**src/rtl/swsl_pkg.sv**
```systemverilog
`timescale 1ns / 1ps
`default_nettype none

package swsl_pkg;

  localparam int SAMPLE_W   = 16;
  localparam int SLOPE_W    = 25;
  localparam int FILL_W     = 3;
  localparam int FRAC_BITS  = 8;
  localparam int IN_TDATA_W = 16;
  localparam int OUT_TDATA_W = 32;
  localparam int OUT_PAD_W  = OUT_TDATA_W - SLOPE_W - FILL_W;

  typedef struct packed {
    logic busy;
    logic done;
  } div_stat_t;

endpackage

`default_nettype wire

```
**src/rtl/swsl_div.sv**
```systemverilog
`timescale 1ns / 1ps
`default_nettype none

module swsl_div #(
  parameter int DVD_W = 33,
  parameter int DIV_W = 12
) (
  input  wire                      clk_i,
  input  wire                      rst_ni,
  input  wire                      start_i,
  input  wire  [DVD_W-1:0]         dividend_i,
  input  wire  [DIV_W-1:0]         divisor_i,
  output swsl_pkg::div_stat_t      stat_o,
  output logic [DVD_W-1:0]         quotient_o
);
  import swsl_pkg::*;

  localparam int CW = $clog2(DVD_W + 1);

  logic [CW-1:0]    cnt_q;
  logic             busy_q;
  logic             done_q;
  logic [DIV_W-1:0] rem_q;
  logic [DIV_W-1:0] rem_d;
  logic [DVD_W-1:0] dvd_q;
  logic [DIV_W-1:0] div_q;
  logic [DIV_W:0]   trial;
  logic [DIV_W:0]   diff;
  logic             take;

  // restoring step: one quotient bit per cycle, shifted into the dividend register
  always_comb begin
    trial = {rem_q, dvd_q[DVD_W-1]};
    diff  = trial - {1'b0, div_q};
    take  = ~diff[DIV_W];
    rem_d = take ? diff[DIV_W-1:0] : trial[DIV_W-1:0];
  end

  always_ff @(posedge clk_i or negedge rst_ni) begin
    if (!rst_ni) begin
      busy_q <= 1'b0;
      done_q <= 1'b0;
      cnt_q  <= '0;
    end else begin
      done_q <= 1'b0;
      if (start_i) begin
        busy_q <= 1'b1;
        cnt_q  <= CW'(DVD_W);
      end else if (busy_q) begin
        cnt_q <= cnt_q - 1'b1;
        if (cnt_q == CW'(1)) begin
          busy_q <= 1'b0;
          done_q <= 1'b1;
        end
      end
    end
  end

  always_ff @(posedge clk_i) begin
    if (start_i) begin
      rem_q <= '0;
      dvd_q <= dividend_i;
      div_q <= divisor_i;
    end else if (busy_q) begin
      rem_q <= rem_d;
      dvd_q <= {dvd_q[DVD_W-2:0], take};
    end
  end

  assign stat_o.busy  = busy_q;
  assign stat_o.done  = done_q;
  assign quotient_o   = dvd_q;

endmodule

`default_nettype wire

```
**src/rtl/sliding_window_slope.sv**
```systemverilog
`timescale 1ns / 1ps
`default_nettype none

// Least-squares slope over the newest WINDOW samples. Each accepted 16-bit sample
// enters a ring (the oldest one drops out once WINDOW are held), then the block
// returns the slope (n*Sxy - Sx*Sy)*256/(n*Sx2 - Sx^2) with x = 1 for the oldest
// sample, truncated toward zero, 8 fraction bits. With fewer than two samples the
// slope is 0 and slope_valid is low. One item at a time: IDLE takes the sample, the
// ring memory is walked with one RD and one ACC step per held sample, MUL, SUB and
// SGN form the products, the differences and the sign, the restoring divider makes
// one quotient bit per cycle over 16 + 3*clog2(WINDOW+1) + 8 dividend bits and then
// reports done, and FIN loads the output register. With fewer than two samples the
// walk and the divide are skipped. A finished result waits in the output register
// while the next sample is taken; a result that finds the output register still
// full stalls in FIN until it drains.
module sliding_window_slope #(
  parameter int WINDOW = 5
) (
  input  wire                                 clk_i,
  input  wire                                 rst_ni,
  input  wire                                 s_axis_tvalid_i,
  output logic                                s_axis_tready_o,
  input  wire  [swsl_pkg::IN_TDATA_W-1:0]     s_axis_tdata_i,   // [15:0] sample
  output logic                                m_axis_tvalid_o,
  input  wire                                 m_axis_tready_i,
  output logic [swsl_pkg::OUT_TDATA_W-1:0]    m_axis_tdata_o,   // [24:0] slope, [27:25] fill_count
  output logic [0:0]                          m_axis_tuser_o    // [0] slope_valid
);
  import swsl_pkg::*;

  localparam int NW    = $clog2(WINDOW + 1);
  localparam int PW    = $clog2(WINDOW);
  localparam int SYW   = SAMPLE_W + NW;
  localparam int SXW   = 2 * NW;
  localparam int SX2W  = 3 * NW;
  localparam int SXYW  = SAMPLE_W + 2 * NW;
  localparam int PRW   = SAMPLE_W + 3 * NW;
  localparam int NUMW  = PRW + 1;
  localparam int DPW   = 4 * NW;
  localparam int DENW  = DPW + 1;
  localparam int DVDW  = PRW + FRAC_BITS;

  typedef enum logic [2:0] {
    IDLE, RD, ACC, MUL, SUB, SGN, DIV, FIN
  } state_e;

  state_e              state_q;
  logic [PW-1:0]       oldest_q;
  logic [PW-1:0]       newest_q;
  logic [PW-1:0]       slot_q;
  logic [NW-1:0]       count_q;
  logic [NW-1:0]       k_q;
  logic [SAMPLE_W-1:0] mem [WINDOW];
  logic [SAMPLE_W-1:0] rd_q;
  logic [SYW-1:0]      sy_q;
  logic [SXW-1:0]      sx_q;
  logic [SX2W-1:0]     sx2_q;
  logic [SXYW-1:0]     sxy_q;
  logic [PRW-1:0]      p1_q;
  logic [PRW-1:0]      p2_q;
  logic [DPW-1:0]      p3_q;
  logic [DPW-1:0]      p4_q;
  logic [NUMW-1:0]     num_q;
  logic [DENW-1:0]     den_q;
  logic                neg_q;
  logic                ok_q;
  logic                ovalid_q;
  logic [SLOPE_W-1:0]  slope_q;
  logic [FILL_W-1:0]   fill_q;
  logic                sval_q;

  logic                in_fire;
  logic [PW-1:0]       newest_d;
  logic [PW-1:0]       oldest_d;
  logic [NW-1:0]       count_d;
  logic                full;
  logic                den_pos;
  logic [NUMW-1:0]     num_abs;
  logic [DVDW-1:0]     dividend;
  logic                div_start;
  div_stat_t           div_stat;
  logic [DVDW-1:0]     quot;
  logic [DVDW-1:0]     quot_signed;

  function automatic logic [PW-1:0] ptr_inc(input logic [PW-1:0] p);
    return (p == PW'(WINDOW - 1)) ? '0 : p + 1'b1;
  endfunction

  assign s_axis_tready_o = (state_q == IDLE);
  assign in_fire         = s_axis_tvalid_i & s_axis_tready_o;
  assign full            = (count_q == NW'(WINDOW));
  assign newest_d        = ptr_inc(newest_q);
  assign oldest_d        = full ? ptr_inc(oldest_q) : oldest_q;
  assign count_d         = full ? count_q : count_q + 1'b1;

  assign den_pos   = ~den_q[DENW-1] & (den_q != '0);
  assign num_abs   = neg_q ? -num_q : num_q;
  assign dividend  = {num_abs[PRW-1:0], {FRAC_BITS{1'b0}}};
  assign div_start = (state_q == SGN) & den_pos;
  assign quot_signed = neg_q ? -quot : quot;

  swsl_div #(
    .DVD_W(DVDW),
    .DIV_W(DPW)
  ) u_div (
    .clk_i      (clk_i),
    .rst_ni     (rst_ni),
    .start_i    (div_start),
    .dividend_i (dividend),
    .divisor_i  (den_q[DPW-1:0]),
    .stat_o     (div_stat),
    .quotient_o (quot)
  );

  always_ff @(posedge clk_i) begin
    if (in_fire) begin
      mem[newest_d] <= s_axis_tdata_i[SAMPLE_W-1:0];
    end
    if (state_q == RD) begin
      rd_q <= mem[slot_q];
    end
  end

  always_ff @(posedge clk_i or negedge rst_ni) begin
    if (!rst_ni) begin
      state_q  <= IDLE;
      oldest_q <= '0;
      newest_q <= PW'(WINDOW - 1);
      slot_q   <= '0;
      count_q  <= '0;
      k_q      <= '0;
      sy_q     <= '0;
      sx_q     <= '0;
      sx2_q    <= '0;
      sxy_q    <= '0;
      p1_q     <= '0;
      p2_q     <= '0;
      p3_q     <= '0;
      p4_q     <= '0;
      num_q    <= '0;
      den_q    <= '0;
      neg_q    <= 1'b0;
      ok_q     <= 1'b0;
      ovalid_q <= 1'b0;
      slope_q  <= '0;
      fill_q   <= '0;
      sval_q   <= 1'b0;
    end else begin
      if (ovalid_q && m_axis_tready_i && (state_q != FIN)) begin
        ovalid_q <= 1'b0;
      end
      case (state_q)
        IDLE: begin
          if (in_fire) begin
            oldest_q <= oldest_d;
            newest_q <= newest_d;
            count_q  <= count_d;
            slot_q   <= oldest_d;
            k_q      <= NW'(1);
            sy_q     <= '0;
            sx_q     <= '0;
            sx2_q    <= '0;
            sxy_q    <= '0;
            ok_q     <= 1'b0;
            state_q  <= (count_d < NW'(2)) ? FIN : RD;
          end
        end
        RD: begin
          state_q <= ACC;
        end
        ACC: begin
          sy_q  <= sy_q + SYW'(rd_q);
          sx_q  <= sx_q + SXW'(k_q);
          sx2_q <= sx2_q + SX2W'(SX2W'(k_q) * SX2W'(k_q));
          sxy_q <= sxy_q + SXYW'(k_q) * SXYW'(rd_q);
          if (k_q == count_q) begin
            state_q <= MUL;
          end else begin
            k_q     <= k_q + 1'b1;
            slot_q  <= ptr_inc(slot_q);
            state_q <= RD;
          end
        end
        MUL: begin
          p1_q    <= PRW'(count_q) * PRW'(sxy_q);
          p2_q    <= PRW'(sx_q) * PRW'(sy_q);
          p3_q    <= DPW'(count_q) * DPW'(sx2_q);
          p4_q    <= DPW'(sx_q) * DPW'(sx_q);
          state_q <= SUB;
        end
        SUB: begin
          num_q   <= {1'b0, p1_q} - {1'b0, p2_q};
          den_q   <= {1'b0, p3_q} - {1'b0, p4_q};
          neg_q   <= (p1_q < p2_q);
          state_q <= SGN;
        end
        SGN: begin
          ok_q    <= den_pos;
          state_q <= den_pos ? DIV : FIN;
        end
        DIV: begin
          if (div_stat.done) begin
            state_q <= FIN;
          end
        end
        FIN: begin
          if (!ovalid_q || m_axis_tready_i) begin
            ovalid_q <= 1'b1;
            slope_q  <= ok_q ? quot_signed[SLOPE_W-1:0] : '0;
            fill_q   <= FILL_W'(count_q);
            sval_q   <= ok_q;
            state_q  <= IDLE;
          end
        end
        default: begin
          state_q <= IDLE;
        end
      endcase
    end
  end

  assign m_axis_tvalid_o = ovalid_q;
  assign m_axis_tdata_o  = {{OUT_PAD_W{1'b0}}, fill_q, slope_q};
  assign m_axis_tuser_o  = sval_q;

endmodule

`default_nettype wire

```
**config.mk**
```make
export PLATFORM = sky130hd
export DESIGN_NAME = sliding_window_slope
export DESIGN_NICKNAME = d
export VERILOG_FILES = /design/src/rtl/swsl_pkg.sv /design/src/rtl/swsl_div.sv /design/src/rtl/sliding_window_slope.sv
export SDC_FILE = /design/constraint.sdc
export NUM_CORES = 1
export LEC_CHECK = 0
export BUFFER_PORTS_ARGS = -buffer_cell sky130_fd_sc_hd__buf_2
export CAP_MARGIN = 20
export CELL_PAD_IN_SITES_DETAIL_PLACEMENT = 1
export CELL_PAD_IN_SITES_GLOBAL_PLACEMENT = 2
export CORE_MARGIN = 2
export CORE_UTILIZATION = 40
export CTS_BUF_LIST = sky130_fd_sc_hd__clkbuf_8
export DETAILED_ROUTE_END_ITERATION = 12
export PLACE_DENSITY_LB_ADDON = 0.1
export SYNTH_ARGS = -nofsm -noshare
export SYNTH_HDL_FRONTEND = slang
export SYNTH_SLANG_ARGS = --single-unit
export TNS_END_PERCENT = 30
```
**constraint.sdc**
```tcl
create_clock -name clk_i -period 5.1 [get_ports clk_i]
set_input_delay 0.765 -clock clk_i [delete_from_list [all_inputs] [get_ports clk_i]]
set_output_delay 0.765 -clock clk_i [all_outputs]
set_load 0.005 [all_outputs]
```
==> Word-level counts from Yosys, hierarchy flattened <==
Memories as Yosys holds them, arrays and structs flattened. A register that Yosys moved wholly into a read port is not among the register bits.
Index checks and enable logic that the tools add are counted.
{ "classes": {"n_addsub": 15, "multipliers": 6, "n_lt_le_gt_ge": 2, "eq_ne": 18, "n_mux": 47, "bitwise_logic": 5, "reduce_logical": 15} }
{ "op_table": {"columns": ["cell", "n"], "rows": [
  ["$mux W25", 3],
  ["$mux W33", 2],
  ["$neg A25 Y25", 2],
  ["$pmux W22 S2", 1],
  ["$mux W3", 13],
  ["$pmux W19 S2", 1],
  ["$lt A25 B25 Y1", 1],
  ["$mul A3 B22 Y25", 1],
  ["$mul A6 B19 Y25", 1],
  ["$sub A25 B25 Y25", 1],
  ["$eq A3 B3 Y1 const B", 8],
  ["$pmux W3 S8", 1],
  ["$add A22 B19 Y22", 1],
  ["$mux W22", 1],
  ["$add A19 B16 Y19", 1],
  ["$mul A3 B16 Y19", 1],
  ["$mux W19", 1],
  ["$mux W6", 3],
  ["$pmux W9 S2", 1],
  ["$add A3 B1 Y3 const B", 5],
  ["$mux W1", 13],
  ["$reduce_bool A13 Y1", 1],
  ["$sub A12 B12 Y13", 1],
  ["$sub A13 B12 Y13", 1],
  ["other kinds (29)", 43]
]} }
{ "totals": {"ff_bits": 283, "ramBits": 80, "in_bits": 20, "out_inout_bits": 35, "elab_cells": 138, "n_memories": 1} }
{ "memory_table": {"columns": ["name", "depth", "width", "rd", "rd_clocked_by_memory_dff", "write_ports", "line", "source"], "rows": [
  ["mem", 5, 16, 1, 1, 1, "sliding_window_slope.sv:53", "logic [SAMPLE_W-1:0] mem [WINDOW];"]
]} }

==> Logic depth before layout (Yosys ltp) <==
Gate-level depths: netlist of run 1.
{ "logic_depth": {"ltp_word": 6, "ltp_mapped": 19, "ltp_nobuf": 17} }

==> Hierarchy <==
Synthesis of run 1 repeated with hierarchy kept, for this count alone.
{ "unflattened": {"hier_cells": 2997, "area_unflattened_um2": 28214.6} }
{ "by_module_without_submodules": {"columns": ["module", "instances", "cells_per_inst", "area_per_inst_um2", "seq_area_each_um2"], "rows": [
  ["sliding_window_slope", 1, 2691, 24704.9, 8314.2],
  ["swsl_div", 1, 306, 3509.6, 1791.7]
]} }

==> Least setup slack after synthesis of run 1 <==
No wires, ideal clock.
{ "synth_timing": {"kind": "flip-flop to flip-flop", "startpoint": "register sx_q[3]", "endpoint": "register p2_q[23]", "setup_ns": 0.130, "arrival_time_ns": 4.555, "required_time_ns": 4.970, "path_slack_ns": 0.415, "path_stages_with_launch": 19, "n_path_buf": 2, "period_less_slack_ns": 4.685, "path_cell_list": "dfrtp_1 clkbuf_1 clkbuf_1 and2_1 fa_1 fa_1 inv_1 fa_1 inv_1 ha_1 a21oi_1 o211ai_1 a31oi_1 o22ai_1 o41a_1 a211o_1 a21oi_1 xor2_1 o21ai_1"} }
{ "synth_via": {"elab_chain_len": 1} }
{ "synth_lines": {"columns": ["item", "line", "source"], "rows": [
  ["start: declaration", "sliding_window_slope.sv:56", "logic [SXW-1:0] sx_q;"],
  ["start signal: assignment", "sliding_window_slope.sv:173", "sx_q <= sx_q + SXW'(k_q);"],
  ["$mul A6 B19 Y25", "sliding_window_slope.sv:186", "p2_q <= PRW'(sx_q) * PRW'(sy_q);"],
  ["end signal: assignment", "sliding_window_slope.sv:186", null],
  ["end: declaration", "sliding_window_slope.sv:60", "logic [PRW-1:0] p2_q;"]
]} }
Every way passes these cells.
A chain may end at the register's enable or synchronous reset.

==> Worst setup path in the final report of run 1 <==
{ "layout_timing": {"startpoint": "register sx_q[5]", "endpoint": "register p2_q[23]"} }
Same word-level chain as after synthesis.

==> results.md, run 1 <==
* CP arrival at between 5 and 6 ns
* Largest net degree at the start of global routing at between 90 and 100
* Yosys top cell area share at about a fifth
* Crit path from: sx_q[5]
* Via count at between 15,000 and 20,000
* Routed WL at approximately 67,000 microns
* Worst R2R Setup Slack at roughly 0.25 ns
* Share of layout cells above drive strength 1 at under 10%
* Total global routing overflow at 0
* Clock Tree Root: clkbuf_8
* Die footprint at ~70,000 sq um
* Setup Crit Path Kind: register to register
* Max_slew headroom at approximately a third
* Initial DRT Pass Iterations at 5
* Resize count post-CTS at 0
* Largest cells by area after synthesis: dfrtp_1, edfxtp_1, fa_1, ha_1, nand2_1
* Crit-path slowest cell: fa_1
* Worst Tran Pin Value at 1.03 ns
* Status: completed
* Worst-path clk slew at roughly 0.060 ns
* Die X at around 260 microns
* H-tree depth at 3
* Min cycle time layout at between 4 and 5 ns
* Synth async-reset ratio at 59.5%
* Post-synth cell types at 80
* First-pass GRT wire length at between 100,000 and 150,000 microns
* Fmax at between 200 and 250 MHz
* #FFs+latches synth at approximately 380
* Postcts setup bufs at 0
* GP Congestion at around 0.80
* RSZ-0062 raised after global routing: no
* Crit end category: register
* # setup viols final at 0
* Synth area leader: dfrtp_1
* Pwr Density at roughly 650 nW/um^2
* Syn. warnings at 0
* Total Nets Final at 3,272
* # fillers at around 7,700
* Class of the worst hold path: input pin to asynchronous set/reset pin
* Routed vias/inst at 5.12
* Synth Instances at 2,868
* LEAKAGE at about 14 nW
* Worst hold slack at 0.103 ns
* Mean Syn Cell Area at around 9.5 sq um
* CP max stage delay at 0.59 ns
* Site row count at 95
* R2r worst-path depth at 17
* Routed WL per cell at between 15 and 20 microns
* Initial DRC count at 667
* Max Slew Vio Count at 0
* IO buf count at 50
* CTS Buf Count at 71
* Post-DP HPWL at 51,800 microns
* # clock sinks at between 300 and 400
* Final worst path period share at roughly 95%
* Crit path cell chain: buf_4, and2_1, fa_1, fa_1, inv_1, fa_1, inv_1, ha_1, a21o_1, a21o_1, a31oi_2, o22ai_1, o41a_1, a211o_1, a21oi_1, xor2_1, o21ai_1
* Startpoint types: register
* Gr usage total at 19.8%
* Worst skew pair latency at about 0.66 ns
* Multi-input gate area at about 16,000 sq um
* Ys flop type: dfrtp_1
* Cts hold-fix bufs at 0
* Die Y at roughly 260 microns
* ANT nets after route at 0
* Place WS at approximately 0.15 ns
* Core Area at between 60,000 and 70,000 sq um
* Area growth syn-to-layout at 10.1%
* Number of synthesized flops with an enable pin at ~130
* Post-synthesis sequential area ratio at a little under two fifths
* Worst r2r src: sx_q[5]
* Residual DRC count at 0
* Final Hold Viols at 0
* TNS Setup at 0 ns
* Setup crit end: p2_q[23]
* Synthesized cell area at between 20,000 and 30,000 sq um
* Clock Path Buffers at 3
* Data required, critical path at about 5.6 ns
* Most common cell on crit path: fa_1
* CP Max Fanout at 15
* Clk_skew at between 0.04 and 0.05 ns
* Reg area at 10,000 sq um
* Setup WS post-layout at roughly 0.25 ns
* IO Pins at 55
* Maximum vdd drop at 0.325 mV
* Vias in the first global route at between 20,000 and 25,000
* MaxCap Viol Count at 0
* Initial antenna violation count at 1
* CTS tree: yes
* Initial Utilization at about two fifths
* Worst R2R End: p2_q[23]
-- cells in the final DEF, fill, tap and decap left out, types with 7 or more instances in the layout --
master and n:
a21o_1 49, nor2_1 78, ha_1 195, buf_2 49, edfxtp_1 133, a31oi_1 12, inv_1 349, and3_1 12
xnor2_1 74, clkbuf_8 86, dfxtp_1 20, dfrtp_1 221, nand2b_1 29, o31ai_1 26, fa_1 141, xor2_1 94
a211oi_1 18, mux2_2 18, o41ai_1 10, nand2_1 374, clkinv_2 10, mux4_2 16, o211ai_1 10, nand3_1 82
nor4_1 7, mux2i_1 27, nor3_1 27, o21ai_1 83, o21ai_0 185, buf_4 39, o21bai_1 23, or3_1 15
a21oi_1 108, and2_1 168, o21a_1 16, nor2b_1 21
-- through the flow --
stage	total power [mW]	utilization, %	std cells	cell area (sq um)
2_1_floorplan	13.7	-	2871	27200
3_5_place_dp	16.7	42.4	3715	28500
6_report	19.5	44.5	3844	30000
3_3_place_gp	16.3	42.4	3714	28500
4_1_cts	19.8	44.5	3841	29900
5_1_grt	21.6	44.5	3844	30000
-- worst min path at each step --
stage,startpoint,end,slack [ns],cells past startpoint
global placement,fill_q[1],fill_q[1],0.46,2
finish,rst_ni,u_div.cnt_q[3],0.10,1
global route,rst_ni,u_div.cnt_q[3],0.13,1
detailed placement,den_q[1],u_div.div_q[1],0.46,0
CTS,rst_ni,m_axis_tvalid_o,0.08,1
floorplan,den_q[1],u_div.div_q[1],0.44,0
-- cell usage after synthesis (26+ instances only) --
| cell type | instances |
|---|---|
| nand2_1 | 376 |
| xnor2_1 | 74 |
| xor2_1 | 94 |
| fa_1 | 141 |
| mux2i_1 | 27 |
| edfxtp_1 | 133 |
| clkbuf_1 | 111 |
| nand2b_1 | 29 |
| inv_1 | 330 |
| nor2_1 | 81 |
| nand3_1 | 84 |
| ha_1 | 195 |
| and2_1 | 168 |
| o21ai_1 | 83 |
| dfrtp_1 | 224 |
| o21ai_0 | 185 |
| a21oi_1 | 109 |
| nor3_1 | 30 |
| a21o_1 | 49 |
| o31ai_1 | 26 |
-- sequential cells by signal, summed over array words and instances, names as in the netlist, 6 cells and up --
register          count
u_div.div_q          12
sxy_q                22
sx2_q                 9
rd_q                 16
num_q                25
sx_q                  6
u_div.quotient_o     33
p2_q                 25
p3_q                 12
mem                  80
p1_q                 25
u_div.rem_q          12
den_q                13
sy_q                 19
u_div.cnt_q           6
p4_q                 11
slope_q              25
-- layer usage --
layer  vias up  part of all wire (%)  global-route usage (%)
met1      9642                    47                    25.6
li1       9783                     -                       -
met5         -                     0                       0
met3        85                   2.2                    2.54
met2       170                    49                    34.7
met4         0                   2.3                    5.47
-- report_power, final --
group / internal, mW / switching (mW)
registers: 4.27 / 1.23
logic: 4.67 / 6.38
clock network: 1.58 / 1.35
-- worst max-delay path: cells and delay by family (launching register included) --
family	cells	cell delay [ns]
simple gates	1	0.17
buf+inv	3	0.31
fa+ha+maj	4	1.99
compound gates	8	1.63
xor+xnor	1	0.19
flops	1	0.43
-- layout make-up --
class	count	area share, %
Multi-Input combinational cell	2040	51.9
Sequential cell	378	33.5
Inverter	332	4.16
Clock buffer	86	3.95
Tap cell	873	3.64
Timing Repair Buffer	93	2.12
Clock inverter	40	0.735
Antenna cell	2	0.0167
-- cells by family (layout without fill, tap and decap cells) --
| group | count (synthesis) | after routing | share of synthesized area [%] |
|---|---|---|---|
| buffers and inverters | 453 | 551 | 6.31 |
| adders and majority gates | 336 | 336 | 19.3 |
| xor gates and xnor gates | 168 | 168 | 5.41 |
| other | 1 | 6 | 0.0138 |
| muxes | 61 | 61 | 3.06 |
| AOI/OAI and AO/OA | 604 | 604 | 13.6 |
| and+or+nand+nor | 867 | 867 | 15.4 |
| DFF | 378 | 378 | 36.8 |
(Power assumes the default switching activity.)
==> run 2: changes to the inputs <==
- CORE_UTILIZATION: 40 -> 39
- clock period: 5.1 -> 4.36 ns (I/O delays scaled with it)
==> run 2 against run 1 <==
  * The run now ends with negative setup slack left
  * Sequential power rose by 16%
  * Clock-buffer cell count fell by 2
  * Global-route usage fell by 0.35 points
  * Critical path type unchanged
  * Setup slack got worse by 0.33 ns
  * Clock power rose by 27%
  * Utilization rose by 1.2 points
  * Combinational power rose by 30%
  * Largest power group unchanged
  * First-iteration DRC count rose by 19%
  * Die area rose by 2.5%
  * Worst hold slack improved by 0.14 ns
==> results.md, run 2 (same netlist as run 1, synthesis figures left out) <==
* Status: finished, violations left (was completed)
* Failing checks: negative setup slack
* Site row count at 96 (was 95)
* TNS Setup at -0.0791 ns (was 0 ns)
* Psw at 10.9 mW (was 8.96 mW)
* Class of the worst hold path: input pin to register (was input pin to asynchronous set/reset pin)
* Final instance area at 31,500 sq um (was 30,000 sq um)
* Die X at 268 microns (was 265 microns)
* RSZ-0062 raised after global routing: yes (was no)
* LEAKAGE at 14.7 nW (was 14.1 nW)
* Worst path top cell family by delay: compound AO/OA/AOI/OAI gates (was adder cells)
* Int Power at 13.6 mW (was 10.5 mW)
* Area growth syn-to-layout at 15.6% (was 10.1%)
* Die footprint at 71,900 sq um (was 70,200 sq um)
* GP Congestion at 0.820 (was 0.800)
* Initial antenna violation count at 1 (unchanged)
* Area post-placement at 29,500 sq um (was 28,500 sq um)
* Most common cell on crit path: ha_1 (was fa_1)
* Most frequent cells in the layout: nand2_1, inv_1, dfrtp_1, o21ai_0, ha_1 (was nand2_1, inv_1, dfrtp_1, ha_1, o21ai_0)
* CTS tree: yes (unchanged)
* Crit path cell chain: buf_6, buf_4, and2_1, ha_1, ha_1, inv_1, fa_1, inv_2, fa_2, a21oi_4, o211ai_1, a31oi_4, o22ai_2, o41a_1, a211o_1, a21oi_2, xor2_1, o21ai_1 (was buf_4, and2_1, fa_1, fa_1, inv_1, fa_1, inv_1, ha_1, a21o_1, a21o_1, a31oi_2, o22ai_1, o41a_1, a211o_1, a21oi_1, xor2_1, o21ai_1)
* CP arrival at 4.94 ns (was 5.36 ns)
* Vias in the first global route at 21,786 (was 21,455)
* Total Nets Final at 3,392 (was 3,272)
* Initial DRT Pass Iterations at 5 (unchanged)
* Clock power frac at 15.3% (was 15.1%)
* Worst Tran Pin Value at 0.986 ns (was 1.03 ns)
* GR Layer Usage met2 at 33.8% (was 34.7%)
* Die Y at 268 microns (was 265 microns)
* Data required, critical path at 4.86 ns (was 5.60 ns)
* Total global routing overflow at 0 (unchanged)
* IO buf count at 50 (unchanged)
* Max_slew headroom at 34.2% (was 31.5%)
* Initial DRC count at 795 (was 667)
* Min cycle time layout at 4.44 ns (was 4.85 ns)
* ANT nets after route at 0 (unchanged)
* Final Hold Viols at 0 (unchanged)
* Largest net degree at the start of global routing at 98 (was 92)
* # fillers at 7,805 (was 7,669)
* Initial Utilization at 39.6% (was 40.5%)
* # setup viols final at 1 (was 0)
* Worst-path clk slew at 0.07 ns (was 0.06 ns)
* H-tree depth at 3 (unchanged)
* Largest register FFs at 80 (unchanged)
* Maximum vdd drop at 0.291 mV (was 0.325 mV)
* First-pass GRT wire length at 113,000 microns (was 112,000 microns)
* Sw frac at 44.5% (was 46.0%)
* Share of layout cells above drive strength 1 at 14.7% (was 8.82%)
* IO Pins at 55 (unchanged)
* CP max stage delay at 0.55 ns (was 0.59 ns)
* Clk_skew at 0.0284 ns (was 0.0463 ns)
* Setup Crit Path Kind: register to register (unchanged)
* Comb power frac at 58.6% (was 56.7%)
* Core Area at 68,800 sq um (was 67,300 sq um)
* GRT met1 Usage at 25.5% (was 25.6%)
* Flop pwr share at 26.2% (was 28.2%)
* Sum of buffers and inverters on the critical path at 4 (was 3)
* Routed vias/inst at 5.00 (was 5.12)
* Routed WL per cell at 16.8 microns (was 17.5 microns)
* Routed WL at 67,400 microns (was 67,200 microns)
* Most common cell after layout, fill and taps aside: nand2_1 (unchanged)
* Final worst path period share at 102% (was 95.2%)
* Pwr Density at 777 nW/um^2 (was 650 nW/um^2)
* Gr busiest metal: met2 (unchanged)
* Crit-path slowest cell: fa_1 (unchanged)
* Residual DRC count at 0 (unchanged)
* CTS Buf Count at 73 (was 71)
* Startpoint types: register (unchanged)
* MaxCap Viol Count at 0 (unchanged)
* Gr usage total at 19.4% (was 19.8%)
* Most flop-heavy register: mem (unchanged)
* Fmax at 225 MHz (was 206 MHz)
* Setup WS post-layout at -0.0791 ns (was 0.246 ns)
* Crit end category: register (unchanged)
* Max Slew Vio Count at 0 (unchanged)
* Clock Path Buffers at 3 (unchanged)
* Post-DP HPWL at 52,900 microns (was 51,800 microns)
* Met3 Use GR at 2.35% (was 2.54%)
* Total Power at 24.4 mW (was 19.5 mW)
* Via count at 20,095 (was 19,680)
* CP Max Fanout at 8 (was 15)
* Clock Tree Root: clkbuf_8 (unchanged)
* # clock sinks at 378 (unchanged)
* Worst skew pair latency at 0.64 ns (was 0.66 ns)
==> run 2: path summary, 6_finish.rpt <==
kind | cells past startpoint | endpoint | slack, ns | start
worst max register to register | 18 | p2_q[23] | -0.08 | sx_q[4]
worst min-delay path | 1 | mem[1][7] | 0.24 | s_axis_tdata_i[7]
max in group asynchronous | 3 | sx_q[2] | 2.78 | rst_ni
worst min register to register | 0 | u_div.div_q[9] | 0.47 | den_q[9]
min in group asynchronous | 2 | u_div.busy_q | 0.54 | rst_ni
worst max-delay path | 18 | p2_q[23] | -0.08 | sx_q[4]
==> run 2: power groups by stage <==
stage | Sequential (mW) | Clock [mW] | Combinational (mW)
2_1_floorplan | 5.81 | 0 | 10.5
3_3_place_gp | 6.47 | 0 | 13.6
3_5_place_dp | 6.50 | 0 | 14.0
4_1_cts | 6.44 | 3.87 | 14.2
5_1_grt | 6.63 | 4.01 | 16.4
6_report | 6.40 | 3.73 | 14.3
==> run 2: area by class of cell <==
class | instances | area, sq um | area share [%]
Multi-Input combinational cell | 2040 | 15900 | 50.6
Tap cell | 931 | 1160 | 3.70
Inverter | 332 | 1250 | 3.96
Antenna cell | 1 | 2.50 | 0.00795
Clock inverter | 46 | 383 | 1.22
Clock buffer | 84 | 1160 | 3.68
Sequential cell | 378 | 10000 | 31.9
Timing Repair Buffer | 211 | 1550 | 4.94
==> run 2: timing repair <==
action	CTS	global route
setup endpoints to repair	9	13
hold endpoints to repair	61	0
hold buffers	1	0
resized for setup	16	67
pin swaps	8	40
buffers inserted	5	13
==> run 2: per-layer routing <==
layer	vias up	share of wire [%]
met1	9798	47
met3	93	2.3
met5	-	0
met4	0	2.3
li1	10023	-
met2	181	48
==> run 2: through the flow <==
stage                     util, %  setup slack [ns]  hold slack (ns)  std cells
after global placement       42.9            -0.226            0.455       3872
after CTS                    45.3            -0.134            0.177       4009
after detailed placement     42.9            -0.302            0.462       3873
after global routing         45.7            -0.231            0.207       4023
final                        45.7           -0.0791            0.240       4023
after floorplan                 -          -0.00757            0.358       2871
==> run 3: changes to the inputs <==
- ABC_AREA: unset -> 1
- clock period: 4.36 -> 4.9 ns (I/O delays scaled with it)
==> run 3 against run 2 <==
  * The run now ends clean
  * Non-clock buffer count decreased by 131
  * Highest routed layer unchanged
  * Combinational power decreased by 5%
  * Setup slack improved by 0.61 ns
  * Clock power decreased by 9.4%
  * Worst hold slack got worse by 0.21 ns
  * Die area increased by 12%
  * Largest cell class unchanged
  * Sequential cell count unchanged
  * Power decreased by 6.9%
  * Clock skew about the same
==> results.md, run 3 <==
* Status: completed (was finished, violations left)
* Most flop-heavy register: mem (unchanged)
* Ys flop type: dfrtp_1 (unchanged)
* CP Max Fanout at 26 (was 8)
* Worst path top cell family by delay: adder cells (was compound AO/OA/AOI/OAI gates)
* Residual DRC count at 0 (unchanged)
* Vias in the first global route at 28,281 (was 21,786)
* Die X at 283 microns (was 268 microns)
* Fmax at 229 MHz (was 225 MHz)
* Min cycle time layout at 4.36 ns (was 4.44 ns)
* Synth Area in XOR/XNOR at 1.70% (was 5.41%)
* Maximum vdd drop at 0.340 mV (was 0.291 mV)
* Synthesized cell area at 30,400 sq um (was 27,200 sq um)
* Die Y at 283 microns (was 268 microns)
* Mux contribution to synthesized area at 0% (was 3.06%)
* TNS Setup at 0 ns (was -0.0791 ns)
* IO Pins at 55 (unchanged)
* Top-count cell post-synth: nand2_1 (unchanged)
* # fillers at 9,928 (was 7,805)
* IO buf count at 50 (unchanged)
* # setup viols final at 0 (was 1)
* Worst skew pair latency at 0.68 ns (was 0.64 ns)
* Clock Path Buffers at 3 (unchanged)
* Compound-Gate Fraction of Synth Area at 8.82% (was 13.6%)
* Clk_skew at 0.0289 ns (was 0.0284 ns)
* Startpoint types: register (unchanged)
* Resize count post-CTS at 0 (was 16)
* Yosys top cell area share at 18.4% (was 20.6%)
* Worst Tran Pin Value at 1.09 ns (was 0.986 ns)
* Place WS at 0.542 ns (was -0.302 ns)
* Post-synth cell types at 48 (was 80)
* Max_slew headroom at 27.0% (was 34.2%)
* Synth Instances at 4,247 (was 2,868)
* Combinational family with the most area after synthesis: simple AND/OR/NAND/NOR gates (was adder cells)
* Synth area leader: dfrtp_1 (unchanged)
* MaxCap Viol Count at 0 (unchanged)
* Setup WS post-layout at 0.535 ns (was -0.0791 ns)
* Class of the worst hold path: input pin to asynchronous set/reset pin (was input pin to register)
* Crit-path slowest cell: dfrtp_1 (was fa_1)
* Most common cell on crit path: nand2_1 (was ha_1)
* Multi-input gate area at 16,800 sq um (was 15,900 sq um)
* Largest cells by area after synthesis: dfrtp_1, nand2_1, edfxtp_1, inv_1, fa_1 (was dfrtp_1, edfxtp_1, fa_1, ha_1, nand2_1)
* Int Power at 10.9 mW (was 13.6 mW)
* Total Nets Final at 4,649 (was 3,392)
* Most frequent cells after synthesis: nand2_1, inv_1, nor2_1, o21ai_0, nand3_1 (was nand2_1, inv_1, dfrtp_1, ha_1, o21ai_0)
* # clock sinks at 378 (unchanged)
* Adder-Cell Fraction of Synth Area at 17.3% (was 19.3%)
* Core Area at 77,300 sq um (was 68,800 sq um)
* Post-Synth Simple-Gate Area at 27.3% (was 15.4%)
* Routed WL at 91,600 microns (was 67,400 microns)
* Total global routing overflow at 0 (unchanged)
* Post-DP HPWL at 72,700 microns (was 52,900 microns)
* Initial DRC count at 1,061 (was 795)
* #FFs+latches synth at 378 (unchanged)
* Max Slew Vio Count at 0 (unchanged)
* Largest net degree at the start of global routing at 91 (was 98)
* First-pass GRT wire length at 151,000 microns (was 113,000 microns)
* Reg area at 10,000 sq um (about the same)
* Final worst path period share at 89.1% (was 102%)
* Via count at 26,608 (was 20,095)
* GP Congestion at 0.847 (was 0.820)
* Number of synthesized flops with an enable pin at 133 (unchanged)
* RSZ-0062 raised after global routing: no (was yes)
* Die footprint at 80,300 sq um (was 71,900 sq um)
* Initial DRT Pass Iterations at 5 (unchanged)
* LEAKAGE at 18.3 nW (was 14.7 nW)
* Data required, critical path at 5.42 ns (was 4.86 ns)
* Clock power frac at 14.9% (was 15.3%)
* Gr usage total at 23.3% (was 19.4%)
* Syn. warnings at 0 (unchanged)
* Most common cell after layout, fill and taps aside: nand2_1 (unchanged)
* Clock Tree Root: clkbuf_8 (unchanged)
* Mean Syn Cell Area at 7.16 sq um (was 9.49 sq um)
* Final Hold Viols at 0 (unchanged)
* Cts hold-fix bufs at 0 (was 1)
* Largest register FFs at 80 (unchanged)
* Share of layout cells above drive strength 1 at 5.12% (was 14.7%)
* CTS Buf Count at 75 (was 73)
* ANT nets after route at 0 (unchanged)
* CTS tree: yes (unchanged)
* Synth async-reset ratio at 59.5% (unchanged)
* Post-synthesis sequential area ratio at 33.0% (was 36.8%)
* Crit path cell chain: nand2_1, fa_1, fa_1, fa_1, inv_1, ha_1, nand2_1, nand3_1, nand2_1, nand3_1, nand2_1, nand3b_1, nand3_1, o21ai_0 (was buf_6, buf_4, and2_1, ha_1, ha_1, inv_1, fa_1, inv_2, fa_2, a21oi_4, o211ai_1, a31oi_4, o22ai_2, o41a_1, a211o_1, a21oi_2, xor2_1, o21ai_1)
* Dpl cells at 5,255 (was 3,873)
* Sum of buffers and inverters on the critical path at 1 (was 4)
* Worst hold slack at 0.0249 ns (was 0.240 ns)
* Worst-path clk slew at 0.07 ns (about the same)
* Site row count at 102 (was 96)
* CP arrival at 4.88 ns (was 4.94 ns)
* Flop pwr share at 25.3% (was 26.2%)
* Final std cells w/o fill at 5,394 (was 4,023)
* H-tree depth at 3 (unchanged)
* Initial Utilization at 39.3% (was 39.6%)
* Comb power frac at 59.8% (was 58.6%)
* CP max stage delay at 0.95 ns (was 0.55 ns)
* Routed vias/inst at 4.93 (was 5.00)
* Crit end category: register (unchanged)
* Pwr Density at 683 nW/um^2 (was 777 nW/um^2)
* Psw at 11.9 mW (was 10.9 mW)
* Area growth syn-to-layout at 9.54% (was 15.6%)
* Most frequent cells in the layout: nand2_1, inv_1, nor2_1, o21ai_0, nand3_1 (was nand2_1, inv_1, dfrtp_1, o21ai_0, ha_1)
* Routed WL per cell at 17.0 microns (was 16.8 microns)
* Sw frac at 52.2% (was 44.5%)
* Setup Crit Path Kind: register to register (unchanged)
* Initial antenna violation count at 1 (unchanged)
* Postcts setup bufs at 0 (was 5)
## run 3: cell types whose count changed after synthesis, sizes merged, moves of 29 or more
cell / before / now
nand2: 376 / 1342
nor2: 81 / 332
and2: 169 / 6
inv: 332 / 827
a21o: 49 / 5
clkbuf: 111 / 70
a21oi: 109 / 140
buf: 10 / 44
nand2b: 29 / 0
nand4: 6 / 48
xnor2: 74 / 32
xor2: 94 / 27
nand3: 84 / 241
## run 3: worst paths after layout
check / start / endpoint / slack, ns / cells past startpoint
max: sx_q[5] / p2_q[14] / 0.54 / 14
min: rst_ni / slope_q[17] / 0.02 / 1
max reg2reg: sx_q[5] / p2_q[14] / 0.54 / 14
min reg2reg: den_q[10] / u_div.div_q[10] / 0.45 / 0
max in group asynchronous: rst_ni / sxy_q[1] / 3.78 / 2
min in group clk_i: s_axis_tdata_i[7] / mem[3][7] / 0.29 / 1
## run 3: stage by stage
stage                     total power, mW  cell area, sq um  util (%)
after detailed placement             19.5             31800      41.1
final                                22.8             33300      43.1
after global routing                 25.4             33300      43.1
after global placement               19.3             31800      41.1
after CTS                            23.1             33300      43.1
after floorplan                      15.3             30400         -
## run 3: kinds of logic (layout without fill, tap and decap cells)
family	after synthesis	in the layout
other cells	1	5
buf+inv	943	1046
flops	378	378
fa+ha+maj	336	336
compound gates	493	493
simple gates	2037	2037
xor+xnor	59	59
## run 3: cell type report
cell class                      count  share of cell area (%)
Timing Repair Buffer               80                    1.55
Antenna cell                        1                 0.00751
Sequential cell                   378                    30.1
Inverter                          829                    9.34
Clock inverter                     55                    1.25
Tap cell                         1040                    3.90
Multi-Input combinational cell   2929                    50.5
Clock buffer                       82                    3.39
## run 3: power by group through the flow
stage	combinational, mW	clock, mW	sequential, mW
6_report	13.6	3.38	5.76
5_1_grt	15.8	3.62	5.92
4_1_cts	13.8	3.50	5.78
3_5_place_dp	13.7	0	5.83
3_3_place_gp	13.5	0	5.81
2_1_floorplan	10.2	0	5.12
## run 3: layer usage
metal | part of all wire, % | track usage [%] | vias to the layer above | routed length [microns]
li1 | - | - | 13316 | -
met1 | 46 | 30.0 | 12896 | 42300
met2 | 49 | 41.1 | 262 | 45000
met3 | 1.9 | 2.24 | 134 | 1700
met4 | 2.9 | 7.29 | 0 | 2650
met5 | 0 | 0 | - | 0
